File: config.mk
export PLATFORM = sky130hd
export DESIGN_NAME = sbs_setup
export DESIGN_NICKNAME = d
export VERILOG_FILES = /design/src/design/sbs_pkg.sv /design/src/design/sbs_setup.sv
export SDC_FILE = /design/constraint.sdc
export NUM_CORES = 1
export LEC_CHECK = 0
export ABC_AREA = 1
export ABC_CLOCK_PERIOD_IN_PS = 5050
export BUFFER_PORTS_ARGS = -buffer_cell sky130_fd_sc_hd__buf_2
export CAP_MARGIN = 10
export CORE_UTILIZATION = 50
export DETAILED_ROUTE_END_ITERATION = 10
export GPL_TIMING_DRIVEN = 1
export PLACE_DENSITY = 0.67
export SYNTH_ARGS = -nofsm -noshare
export SYNTH_HDL_FRONTEND = slang
export SYNTH_SLANG_ARGS = --single-unit
File: constraint.sdc
create_clock -name clk -period 5.05 [get_ports clk]
set_input_delay 1.01 -clock clk [delete_from_list [all_inputs] [get_ports clk]]
set_output_delay 1.01 -clock clk [all_outputs]
set_load 0.02 [all_outputs]
File: src/design/sbs_pkg.sv
// shared constants, codes and types of the side-by-side stereo remapper
package sbs_pkg;

    localparam int MAX_DIM    = 4096;
    localparam int DIM_W      = $clog2(MAX_DIM) + 1;
    localparam int COORD_W    = 12;
    localparam int PAN_W      = 14;
    localparam int ZOOM_W     = 24;
    localparam int FRAC_W     = 16;
    localparam int MIRROR_W   = 2;
    localparam int CFG_IDX_W  = 3;
    localparam int CFG_DATA_W = 24;
    localparam int POS_W      = 22;

    localparam int MIRROR_LEFT  = 0;
    localparam int MIRROR_RIGHT = 1;

    typedef enum logic [CFG_IDX_W-1:0] {
        CFG_OUT_WIDTH   = 3'd0,
        CFG_OUT_HEIGHT  = 3'd1,
        CFG_SRC_WIDTH   = 3'd2,
        CFG_SRC_HEIGHT  = 3'd3,
        CFG_PAN_X       = 3'd4,
        CFG_PAN_Y       = 3'd5,
        CFG_ZOOM        = 3'd6,
        CFG_MIRROR_MODE = 3'd7
    } sbs_cfg_idx_t;

    typedef enum logic [1:0] {
        PICK_BLACK = 2'd0,
        PICK_LEFT  = 2'd1,
        PICK_RIGHT = 2'd2
    } sbs_pick_t;

    typedef struct packed {
        logic [DIM_W-1:0]        out_width;
        logic [DIM_W-1:0]        out_height;
        logic [DIM_W-1:0]        src_width;
        logic [DIM_W-1:0]        src_height;
        logic signed [PAN_W-1:0] pan_x;
        logic signed [PAN_W-1:0] pan_y;
        logic [ZOOM_W-1:0]       zoom_q16;
        logic [MIRROR_W-1:0]     mirror_mode;
    } sbs_cfg_t;

    typedef struct packed {
        logic                    busy;
        logic [DIM_W-1:0]        fw;
        logic [DIM_W-1:0]        fh;
        logic [DIM_W-1:0]        sw;
        logic [DIM_W-1:0]        sh;
        logic [DIM_W-2:0]        half;
        logic signed [POS_W-1:0] px;
        logic signed [POS_W-1:0] py;
        logic [ZOOM_W-1:0]       recip;
    } sbs_geom_t;

endpackage

File: src/design/sbs_setup.sv
// frame geometry setup: fit zoom, reciprocal and pan offsets over many cycles
module sbs_setup import sbs_pkg::*;
(
    input  logic      clk,
    input  logic      rst_n,
    input  logic      start,
    input  sbs_cfg_t  cfg,
    output sbs_geom_t geom
);

    localparam int DIVD_W = 2 * FRAC_W + 1;
    localparam int CNT_W  = $clog2(DIVD_W);
    localparam int ACC_W  = POS_W + FRAC_W + 1;

    typedef enum logic [9:0] {
        ST_IDLE  = 10'b0000000001,
        ST_LOAD  = 10'b0000000010,
        ST_DIV_A = 10'b0000000100,
        ST_DIV_B = 10'b0000001000,
        ST_FIT   = 10'b0000010000,
        ST_DIV_R = 10'b0000100000,
        ST_MUL_X = 10'b0001000000,
        ST_PAN_X = 10'b0010000000,
        ST_MUL_Y = 10'b0100000000,
        ST_PAN_Y = 10'b1000000000
    } setup_state_t;

    setup_state_t             state_reg, state_next;
    logic [CNT_W-1:0]         cnt_reg, cnt_next;

    logic [ZOOM_W-1:0]        div_rem_reg;
    logic [DIVD_W-1:0]        div_quo_reg;
    logic [ZOOM_W-1:0]        div_dsr_reg;
    logic [ZOOM_W-1:0]        a_reg, b_reg, z_reg, r_reg;
    logic signed [ACC_W-1:0]  acc_reg;
    logic [ACC_W-1:0]         mcd_reg;
    logic [DIM_W-1:0]         mpl_reg;
    logic signed [POS_W-1:0]  px_reg, py_reg;

    logic [DIM_W-1:0]         sw, sh, fw, fh;
    logic [ZOOM_W-1:0]        zh, z_min, z_fit;
    logic signed [PAN_W-1:0]  p2x, p2y;
    logic signed [ACC_W-1:0]  acc_x_init, acc_y_init, acc_step;
    logic [ZOOM_W:0]          rem_sh;
    logic                     div_ge;
    logic [ZOOM_W:0]          rem_diff;
    logic [ZOOM_W-1:0]        rem_step;
    logic [DIVD_W-1:0]        quo_step;
    logic                     div_last, mul_last;

    function automatic logic [DIM_W-1:0] clamp_dim(input logic [DIM_W-1:0] v,
                                                   input logic lo_one);
        logic [DIM_W-1:0] d;
        d = v;
        if (lo_one && v == '0)
            d = DIM_W'(1);
        if (v > DIM_W'(MAX_DIM))
            d = DIM_W'(MAX_DIM);
        return d;
    endfunction

    function automatic logic [ZOOM_W-1:0] sat_q(input logic [DIVD_W-1:0] q);
        return (|q[DIVD_W-1:ZOOM_W]) ? '1 : q[ZOOM_W-1:0];
    endfunction

    function automatic logic signed [POS_W-1:0] trunc_pos(input logic signed [ACC_W-1:0] a);
        logic signed [ACC_W-1:0] b;
        b = a + (a[ACC_W-1] ? ACC_W'((64'd1 << (FRAC_W + 1)) - 64'd1) : ACC_W'(0));
        return POS_W'(b >>> (FRAC_W + 1));
    endfunction

    function automatic logic signed [PAN_W-1:0] half_pan(input logic signed [PAN_W-1:0] p);
        logic signed [PAN_W-1:0] t;
        t = p + $signed({{(PAN_W-1){1'b0}}, p[PAN_W-1]});
        return t >>> 1;
    endfunction

    // frame and source sizes
    always_comb
    begin
        sw = clamp_dim(cfg.src_width, 1'b1);
        sh = clamp_dim(cfg.src_height, 1'b1);
        if (cfg.out_width == '0 || cfg.out_height == '0)
        begin
            fw = sw;
            fh = sh;
        end
        else
        begin
            fw = clamp_dim(cfg.out_width, 1'b0);
            fh = clamp_dim(cfg.out_height, 1'b0);
        end
    end

    assign zh    = cfg.zoom_q16 >> 1;
    assign z_min = (a_reg < b_reg) ? a_reg : b_reg;
    assign z_fit = (z_min == '0) ? ZOOM_W'(1) : z_min;

    assign p2x = half_pan(cfg.pan_x);
    assign p2y = half_pan(cfg.pan_y);
    assign acc_x_init = (ACC_W'(p2x) <<< (FRAC_W + 1)) + (ACC_W'(fw) <<< (FRAC_W - 1));
    assign acc_y_init = (ACC_W'(p2y) <<< (FRAC_W + 1)) + (ACC_W'(fh) <<< FRAC_W);

    // restoring divider, one quotient bit per cycle
    assign rem_sh   = {div_rem_reg, div_quo_reg[DIVD_W-1]};
    assign div_ge   = rem_sh >= {1'b0, div_dsr_reg};
    assign rem_diff = rem_sh - {1'b0, div_dsr_reg};
    assign rem_step = div_ge ? rem_diff[ZOOM_W-1:0] : rem_sh[ZOOM_W-1:0];
    assign quo_step = {div_quo_reg[DIVD_W-2:0], div_ge};
    assign div_last = cnt_reg == CNT_W'(DIVD_W - 1);

    // shift-and-subtract multiply of source size by zoom
    assign acc_step = mpl_reg[0] ? acc_reg - $signed(mcd_reg) : acc_reg;
    assign mul_last = cnt_reg == CNT_W'(DIM_W - 1);

    always_comb
    begin
        state_next = state_reg;
        cnt_next   = cnt_reg;
        unique case (state_reg)
            ST_IDLE: ;
            ST_LOAD:
            begin
                cnt_next   = '0;
                state_next = (zh == '0) ? ST_DIV_A : ST_DIV_R;
            end
            ST_DIV_A:
            begin
                cnt_next = div_last ? '0 : cnt_reg + CNT_W'(1);
                if (div_last)
                    state_next = ST_DIV_B;
            end
            ST_DIV_B:
            begin
                cnt_next = div_last ? '0 : cnt_reg + CNT_W'(1);
                if (div_last)
                    state_next = ST_FIT;
            end
            ST_FIT:
                state_next = ST_DIV_R;
            ST_DIV_R:
            begin
                cnt_next = div_last ? '0 : cnt_reg + CNT_W'(1);
                if (div_last)
                    state_next = ST_MUL_X;
            end
            ST_MUL_X:
            begin
                cnt_next = mul_last ? '0 : cnt_reg + CNT_W'(1);
                if (mul_last)
                    state_next = ST_PAN_X;
            end
            ST_PAN_X:
                state_next = ST_MUL_Y;
            ST_MUL_Y:
            begin
                cnt_next = mul_last ? '0 : cnt_reg + CNT_W'(1);
                if (mul_last)
                    state_next = ST_PAN_Y;
            end
            ST_PAN_Y:
                state_next = ST_IDLE;
            default:
                state_next = ST_LOAD;
        endcase
        if (start)
        begin
            state_next = ST_LOAD;
            cnt_next   = '0;
        end
    end

    always_ff @(posedge clk or negedge rst_n)
    begin
        if (!rst_n)
        begin
            state_reg <= ST_LOAD;
            cnt_reg   <= '0;
        end
        else
        begin
            state_reg <= state_next;
            cnt_reg   <= cnt_next;
        end
    end

    always_ff @(posedge clk)
    begin
        if (!start)
        begin
            case (state_reg)
                ST_LOAD:
                begin
                    div_rem_reg <= '0;
                    if (zh == '0)
                    begin
                        div_quo_reg <= DIVD_W'(fw) << FRAC_W;
                        div_dsr_reg <= ZOOM_W'(sw) << 1;
                    end
                    else
                    begin
                        z_reg       <= zh;
                        div_quo_reg <= DIVD_W'(1) << (2 * FRAC_W);
                        div_dsr_reg <= zh;
                    end
                end
                ST_DIV_A:
                begin
                    if (div_last)
                    begin
                        a_reg       <= sat_q(quo_step);
                        div_rem_reg <= '0;
                        div_quo_reg <= DIVD_W'(fh) << FRAC_W;
                        div_dsr_reg <= ZOOM_W'(sh);
                    end
                    else
                    begin
                        div_rem_reg <= rem_step;
                        div_quo_reg <= quo_step;
                    end
                end
                ST_DIV_B:
                begin
                    div_rem_reg <= rem_step;
                    div_quo_reg <= quo_step;
                    if (div_last)
                        b_reg <= sat_q(quo_step);
                end
                ST_FIT:
                begin
                    z_reg       <= z_fit;
                    div_rem_reg <= '0;
                    div_quo_reg <= DIVD_W'(1) << (2 * FRAC_W);
                    div_dsr_reg <= z_fit;
                end
                ST_DIV_R:
                begin
                    div_rem_reg <= rem_step;
                    div_quo_reg <= quo_step;
                    if (div_last)
                    begin
                        r_reg   <= sat_q(quo_step);
                        acc_reg <= acc_x_init;
                        mcd_reg <= ACC_W'(z_reg);
                        mpl_reg <= sw;
                    end
                end
                ST_MUL_X, ST_MUL_Y:
                begin
                    acc_reg <= acc_step;
                    mcd_reg <= mcd_reg << 1;
                    mpl_reg <= mpl_reg >> 1;
                end
                ST_PAN_X:
                begin
                    px_reg  <= trunc_pos(acc_reg);
                    acc_reg <= acc_y_init;
                    mcd_reg <= ACC_W'(z_reg);
                    mpl_reg <= sh;
                end
                ST_PAN_Y:
                    py_reg <= trunc_pos(acc_reg);
                default: ;
            endcase
        end
    end

    always_comb
    begin
        geom.busy  = state_reg != ST_IDLE;
        geom.fw    = fw;
        geom.fh    = fh;
        geom.sw    = sw;
        geom.sh    = sh;
        geom.half  = fw[DIM_W-1:1];
        geom.px    = px_reg;
        geom.py    = py_reg;
        geom.recip = r_reg;
    end

    a_busy_ends_after_pan: assert property (@(posedge clk) disable iff (!rst_n)
        $fell(geom.busy) |-> $past(state_reg == ST_PAN_Y))
        else $error("setup finished outside its last step");

    a_idle_has_scale: assert property (@(posedge clk) disable iff (!rst_n)
        (state_reg == ST_IDLE) |-> (r_reg != '0 && z_reg != '0))
        else $error("zero zoom or reciprocal after setup");

    a_write_restarts: assert property (@(posedge clk) disable iff (!rst_n)
        start |=> state_reg == ST_LOAD)
        else $error("register write did not restart setup");

endmodule

==> impl_metrics.env, run 1 <==
export IMPL_layout_drive_gt1_share=0.157
export IMPL_met1Wirelength_mm=27.9
export IMPL_async_flop_share=0.0488
export IMPL_dpl_cell_count=3178
export IMPL_vdd_drop_max_v=0.000322
export IMPL_antenna_found_initial=0
export IMPL_cts_resized=0
export IMPL_postSynthAreaPerCell_sq_um=8.62
export IMPL_rows=74
export IMPL_clk_latency_ps=560
export IMPL_synth_largest_area_cell="edfxtp_1"
export IMPL_final_period_utilization=0.838
export IMPL_fmax_ghz=0.236
export IMPL_yosysMostFrequentCell="nand2_1"
export IMPL_grt_pass1_wl_mm=96.4
export IMPL_worstSetupEndpointType="flop"
export IMPL_path_class="input port to flop"
export IMPL_grt_setup_unrepaired="no"
export IMPL_area_growth_pct=14.7
export IMPL_die_area_sq_mm=0.0428
export IMPL_grt_use_total=0.299
export IMPL_viasPerCell=5.65
export IMPL_place_area_sq_mm=0.0228
export IMPL_fp_dieW_um=207
export IMPL_maxCapViolations=0
export IMPL_worstSetupPathDepth=20
export IMPL_drt_iter0_markers=1568
export IMPL_cts_root_buf="clkbuf_16"
export IMPL_critPathSlowestCell="o22ai_1"
export IMPL_power_density_mw_per_mm2=373
export IMPL_grt_pass1_vias=17209
export IMPL_finalHoldViolCount=0
export IMPL_synth_seq_cells=328
export IMPL_cts_tree="done"
export IMPL_violations="design-rule violations"
export IMPL_setup_viol=0
export IMPL_cp_arrival_ps=4630
export IMPL_clk_pin_slew_ps=60
export IMPL_slew_violations=0
export IMPL_drc=1
export IMPL_dr_pass1_iters=9
export IMPL_ff2ff_path_depth=11
export IMPL_top_layer_used="met4"
export IMPL_diodes=0
export IMPL_p_sw_frac=0.339
export IMPL_synth_warnings=0
export IMPL_wl_met3_mm=4.74
export IMPL_grt_ovfl_total=0
export IMPL_crit_path_max_fanout=9
export IMPL_final_cell_count_no_fill=3246
export IMPL_share_comb_of_total_power=0.299
export IMPL_power_internal_uw=5930
export IMPL_clock_path_buffers=3
export IMPL_fin_skew_ps=31.2
export IMPL_fp_coreArea_sq_mm=0.0411
export IMPL_die_height_um=207
export IMPL_port_buffers=238
export IMPL_max_stage_delay_ps=470
export IMPL_finalPower_uw=8970
export IMPL_synth_distinct_cells=68
export IMPL_grt_max_degree=53
export IMPL_syn_nets=2674
export IMPL_antenna_left=0
export IMPL_place_congestion=1.01
export IMPL_clkPwrFrac=0.298
export IMPL_cts_hold_buf=0
export IMPL_switchingPower_uw=3040
export IMPL_via_count=18329
export IMPL_setup_tns_ps=0
export IMPL_relSlewSlack=0.304
export IMPL_numCtsBuffers=36
export IMPL_route_met2_wl_mm=28.6
export IMPL_yosysTopAreaCellShare=0.447
export IMPL_wire_per_inst_um=19.5
export IMPL_worst_path_buf_inv=4
export IMPL_path_cells="buf_2, nor4_1, nand3_1, nand2_1, inv_1, nor2_1, inv_1, o22ai_1, ha_1, a21oi_1, nand2_1, a31oi_1, o21ai_1, a21boi_0, o21ai_1, nand2_1, nand3_1, nand2_1, inv_2, o21ai_1"
export IMPL_hold_path_class="input port to asynchronous set/reset pin"
export IMPL_layout_nets=2927
export IMPL_start_kind="input port"
export IMPL_ioPinCount=242
export IMPL_synth_area_sq_mm=0.0210
export IMPL_wl_mm=63.4
export IMPL_power_leakage_uw=0.0107
export IMPL_synth_edff_count=312
export IMPL_synth_cells=2433
export IMPL_cp_top_family="compound AO/OA/AOI/OAI gates"
export IMPL_initial_core_util=0.510
export IMPL_worst_pin_slew_ps=1040
export IMPL_status="complete, but fails checks"
export IMPL_cts_setup_buffers=0
export IMPL_crit_top_cell="nand2_1"
export IMPL_fin_area_sq_mm=0.0241
export IMPL_min_period_ps=4230
export IMPL_ys_seq_area_frac=0.466
export IMPL_h_tree_depth=2
export IMPL_synth_common_cells="nand2_1, inv_1, edfxtp_1"
export IMPL_power_frac_seq=0.403
export IMPL_synth_area_leaders="edfxtp_1, nand2_1, ha_1"
export IMPL_clock_sinks=328
export IMPL_worstPathRequired_ps=5450
export IMPL_dp_hpwl_mm=49.5
export IMPL_synth_flop_cell="edfxtp_1"
layout make-up:
| type | count | area, sq um |
|---|---|---|
| clock buffer | 47 | 1020 |
| clock inverter | 19 | 181 |
| fill | 3688 | 17100 |
| inverter | 391 | 1470 |
| multi-input combinational | 1657 | 9480 |
| sequential | 328 | 9770 |
| tap | 532 | 666 |
| timing repair buffer | 272 | 1460 |
layer usage:
| layer | vias up | track usage |
|---|---|---|
| met5 | - | 0 |
| met4 | 0 | 0.107 |
| met3 | 114 | 0.0468 |
| met2 | 779 | 0.475 |
| met1 | 8638 | 0.414 |
| li1 | 8798 | - |
worst register-to-register path, cell delays in order (launching register included):
cell,delay (ps)
dfrtp_1,420
nor2_2,180
nand2_2,170
nor2_2,200
nand3_2,130
nand2_4,400
nor2_2,160
inv_1,300
nand3_1,190
o21ai_4,100
o21a_1,150
buf_4,470
per-stage QoR:
step | setup slack [ps] | hold slack (ps) | utilization
floorplan | 532 | 486 | -
global placement | 408 | 511 | 0.555
detailed placement | 367 | 508 | 0.555
CTS | 903 | 368 | 0.584
global route | 539 | 385 | 0.585
finish | 818 | 368 | 0.585
cells by family after synthesis:
logic type | Yosys count | share of synthesized area
AOI/OAI and AO/OA | 489 | 0.138
DFF | 328 | 0.466
xor gates and xnor gates | 76 | 0.0317
and+or+nand+nor | 960 | 0.199
buffers and inverters | 448 | 0.0846
adders and majority gates | 132 | 0.0802
power by group through the flow:
stage | clock network, uW | registers, uW | logic [uW]
5_1_grt | 2820 | 3650 | 2980
6_report | 2670 | 3610 | 2680
3_3_place_gp | 0 | 3660 | 2590
2_1_floorplan | 0 | 3630 | 1940
4_1_cts | 2710 | 3620 | 2650
3_5_place_dp | 0 | 3670 | 2640
cells in the final DEF (no fill, tap or decap), types with 46 or more instances in the layout:
master    instances
edfxtp_1        312
nand3_1         100
nor2_1          223
inv_1           372
ha_1            128
a21oi_1         160
xor2_1           46
o21ai_0         152
nand2_1         483
buf_2           238
path summary, 6_finish.rpt:
path	start	endpoint	slack [ps]
min in group clk	z_reg[1]	mcd_reg[1]	520
worst max-delay path	cfg[75]	acc_reg[35]	820
max in group asynchronous	rst_n	state_reg[1]	4340
worst min-delay path	rst_n	state_reg[4]	370
worst max register to register	state_reg[2]	acc_reg[11]	1750
worst min register to register	z_reg[1]	mcd_reg[1]	520
Power figures use the tool's default switching activity.
==> run 2, diff against run 1 <==
Settings changed: ABC_AREA 1 to 0, ABC_CLOCK_PERIOD_IN_PS 5050 to 3850, PLACE_DENSITY 0.67 to 0.7.
Clock period 5.05 ns to 3.85 ns, I/O delays scaled along.
==> run 2 against run 1 <==
The flow finishes with violations (negative setup slack). Sequential cell count is the same. Area after synthesis down 4.4%. Critical path type unchanged. Worst hold slack got worse by 240 ps. Final cell count decreased by 11%. Highest routed layer unchanged. Via count is 8.3% lower. Non-clock buffer count grew 154. Die area fell by 4.4%. Routed wire length shrank 4.7%. Clock skew is 0.97 ps higher. Core utilization is 4.2 points higher. First-iteration DRC count shrank 16%.
==> impl_metrics.env, run 2 <==
export IMPL_postSynthAreaPerCell_sq_um=10.3
export IMPL_synth_distinct_cells=86
export IMPL_power_density_mw_per_mm2=473
export IMPL_grt_use_total=0.293
export IMPL_synth_adder_area_share=0.0839
export IMPL_synth_top_family_by_area="simple AND/OR/NAND/NOR gates"
export IMPL_synth_compound_area_share=0.158
export IMPL_start_kind="input port"
export IMPL_whs_ps=129
export IMPL_die_area_sq_mm=0.0409
export IMPL_hold_path_class="input port to asynchronous set/reset pin"
export IMPL_path_class="input port to flop"
export IMPL_path_cells="buf_8, nor4_4, buf_4, nand3_4, o22ai_4, buf_12, a21oi_4, a22o_4, ha_4, and3_4, a2111oi_4, a21oi_2, a31o_1, a211oi_2, nor2_2, o41a_4, o21ai_2, a211o_1"
export IMPL_port_buffers=238
export IMPL_synth_area_sq_mm=0.0200
export IMPL_synth_seq_cells=328
export IMPL_synth_xor_area_share=0.0498
export IMPL_wire_per_inst_um=21.0
export IMPL_nFillCells=3260
export IMPL_fp_dieW_um=202
export IMPL_h_tree_depth=2
export IMPL_viasPerCell=5.84
export IMPL_cp_arrival_ps=4310
export IMPL_yosysTopAreaCellShare=0.468
export IMPL_numCtsBuffers=36
export IMPL_async_flop_share=0.0488
export IMPL_use_met2=0.471
export IMPL_initial_core_util=0.513
export IMPL_post_place_ws_ps=-758
export IMPL_dr_pass1_iters=5
export IMPL_critPathSlowestCell="o41a_4"
export IMPL_layout_drive_gt1_share=0.250
export IMPL_final_period_utilization=1.01
export IMPL_fin_skew_ps=32.2
export IMPL_setup_viol=6
export IMPL_synth_flop_cell="edfxtp_1"
export IMPL_use_met3=0.0477
export IMPL_grt_busiest_layer="met2"
export IMPL_clock_path_buffers=3
export IMPL_rows=72
export IMPL_layout_common_cells="edfxtp_1, buf_2, buf_4"
export IMPL_clk_latency_ps=560
export IMPL_yosysMostFrequentCell="edfxtp_1"
export IMPL_worst_pin_slew_ps=893
export IMPL_grt_ovfl_total=0
export IMPL_max_stage_delay_ps=530
export IMPL_min_period_ps=3900
export IMPL_antenna_found_initial=5
export IMPL_synth_cells=1947
export IMPL_synthMuxAreaShare=0.0146
export IMPL_finalHoldViolCount=0
export IMPL_syn_nets=2188
export IMPL_area_growth_pct=22.4
export IMPL_ioPinCount=242
export IMPL_antenna_left=0
export IMPL_grt_pass1_vias=16315
export IMPL_grt_pass1_wl_mm=92.5
export IMPL_fp_coreArea_sq_mm=0.0391
export IMPL_maxCapViolations=0
export IMPL_dp_hpwl_mm=46.7
export IMPL_worstPathRequired_ps=4260
export IMPL_grt_setup_unrepaired="yes"
export IMPL_grt_max_degree=62
export IMPL_cts_hold_buf=0
export IMPL_clk_pin_slew_ps=70
export IMPL_fin_ws_ps=-52.1
export IMPL_cts_root_buf="clkbuf_16"
export IMPL_power_leakage_uw=0.0104
export IMPL_drc=0
export IMPL_relSlewSlack=0.404
export IMPL_utilization=0.627
export IMPL_synthSimpleGateAreaFrac=0.166
export IMPL_synth_warnings=0
export IMPL_ys_seq_area_frac=0.488
export IMPL_synth_largest_area_cell="edfxtp_1"
export IMPL_worstSetupEndpointType="flop"
export IMPL_wl_mm=60.5
export IMPL_synth_common_cells="edfxtp_1, nand2_1, nor2_1"
export IMPL_synth_edff_count=312
export IMPL_use_met1=0.401
export IMPL_status="complete, but fails checks"
export IMPL_cp_top_family="compound AO/OA/AOI/OAI gates"
export IMPL_layout_nets=2572
export IMPL_via_count=16814
export IMPL_cts_tree="done"
export IMPL_fmax_ghz=0.256
export IMPL_clock_sinks=328
export IMPL_drt_iter0_markers=1314
export IMPL_vdd_drop_max_v=0.000339
export IMPL_violations="negative setup slack"
export IMPL_die_height_um=202
export IMPL_synth_area_leaders="edfxtp_1, ha_1, nand2_1"
export IMPL_place_congestion=0.967
export IMPL_slew_violations=0
export IMPL_crit_path_max_fanout=5
export IMPL_worst_path_buf_inv=3
export IMPL_final_common_cell="edfxtp_1"
## run 2: cell count changes after synthesis, moves of 33 or more
cell and delta:
a21o_1 +55, a21oi_1 -56, inv_1 -260, nand2_1 -301
nand3_1 -34, nor2_1 -71, nor2b_1 +33, o21ai_0 -39
xnor2_1 +33
## run 2: layer usage
layer	wire [um]	share of wire
met1	26100	0.43
met2	27900	0.46
met3	4590	0.076
met4	1870	0.031
met5	0	0
## run 2: cell families (layout without fill, tap and decap cells)
group                      Yosys count  after routing
other                                0              2
and+or+nand+nor                    674            674
muxes                               29             29
AOI/OAI and AO/OA                  477            478
buffers and inverters              193            603
adders and majority gates          132            132
xor gates and xnor gates           114            114
DFF                                328            328
## run 2: path summary, 6_finish.rpt
kind	startpoint	to	slack [ps]	depth (start not counted)
worst max-delay path	cfg[88]	acc_reg[34]	-50	18
worst min-delay path	rst_n	state_reg[6]	130	1
worst max register to register	mcd_reg[0]	acc_reg[38]	410	11
worst min register to register	cnt_reg[4]	cnt_reg[4]	510	1
max in group asynchronous	rst_n	state_reg[1]	3400	1
min in group clk	cnt_reg[4]	cnt_reg[4]	510	1
## run 2: what timing repair did
| item | 4_1_cts | 5_1_grt |
|---|---|---|
| gates resized for setup | 13 | 16 |
| pin swaps | 14 | 23 |
| endpoints found under the setup margin | 13 | 13 |
| setup buffers | 7 | 5 |
| gates cloned | 1 | 0 |
## run 2: metrics by stage
stage                     power, uW  std cells  instance area [sq um]  setup TNS [ps]
final                         11600       2878                  24500            -157
after global routing          12200       2878                  24500           -1370
after CTS                     11600       2873                  24400           -56.5
after detailed placement       8170       2801                  23100          -10570
after global placement         8050       2801                  23100           -9810
after floorplan                7180       1947                  20300           -2620
## run 2: area by class of cell
class	instances	area, sq um	area share
inverter	112	420	0.0171
tap	518	648	0.0264
clock inverter	21	219	0.00892
sequential	328	9770	0.398
timing repair buffer	426	2650	0.108
multi-input combinational	1427	9870	0.402
clock buffer	44	951	0.0388
antenna	2	5.00	0.000204
## run 2: where the power goes
part / switching (uW) / internal, uW / leakage [uW]
Combinational: 2040 / 1450 / 0.00673
Sequential: 198 / 4480 / 0.00307
Clock: 1490 / 1940 / 0.000566
Total: 3730 / 7870 / 0.0104
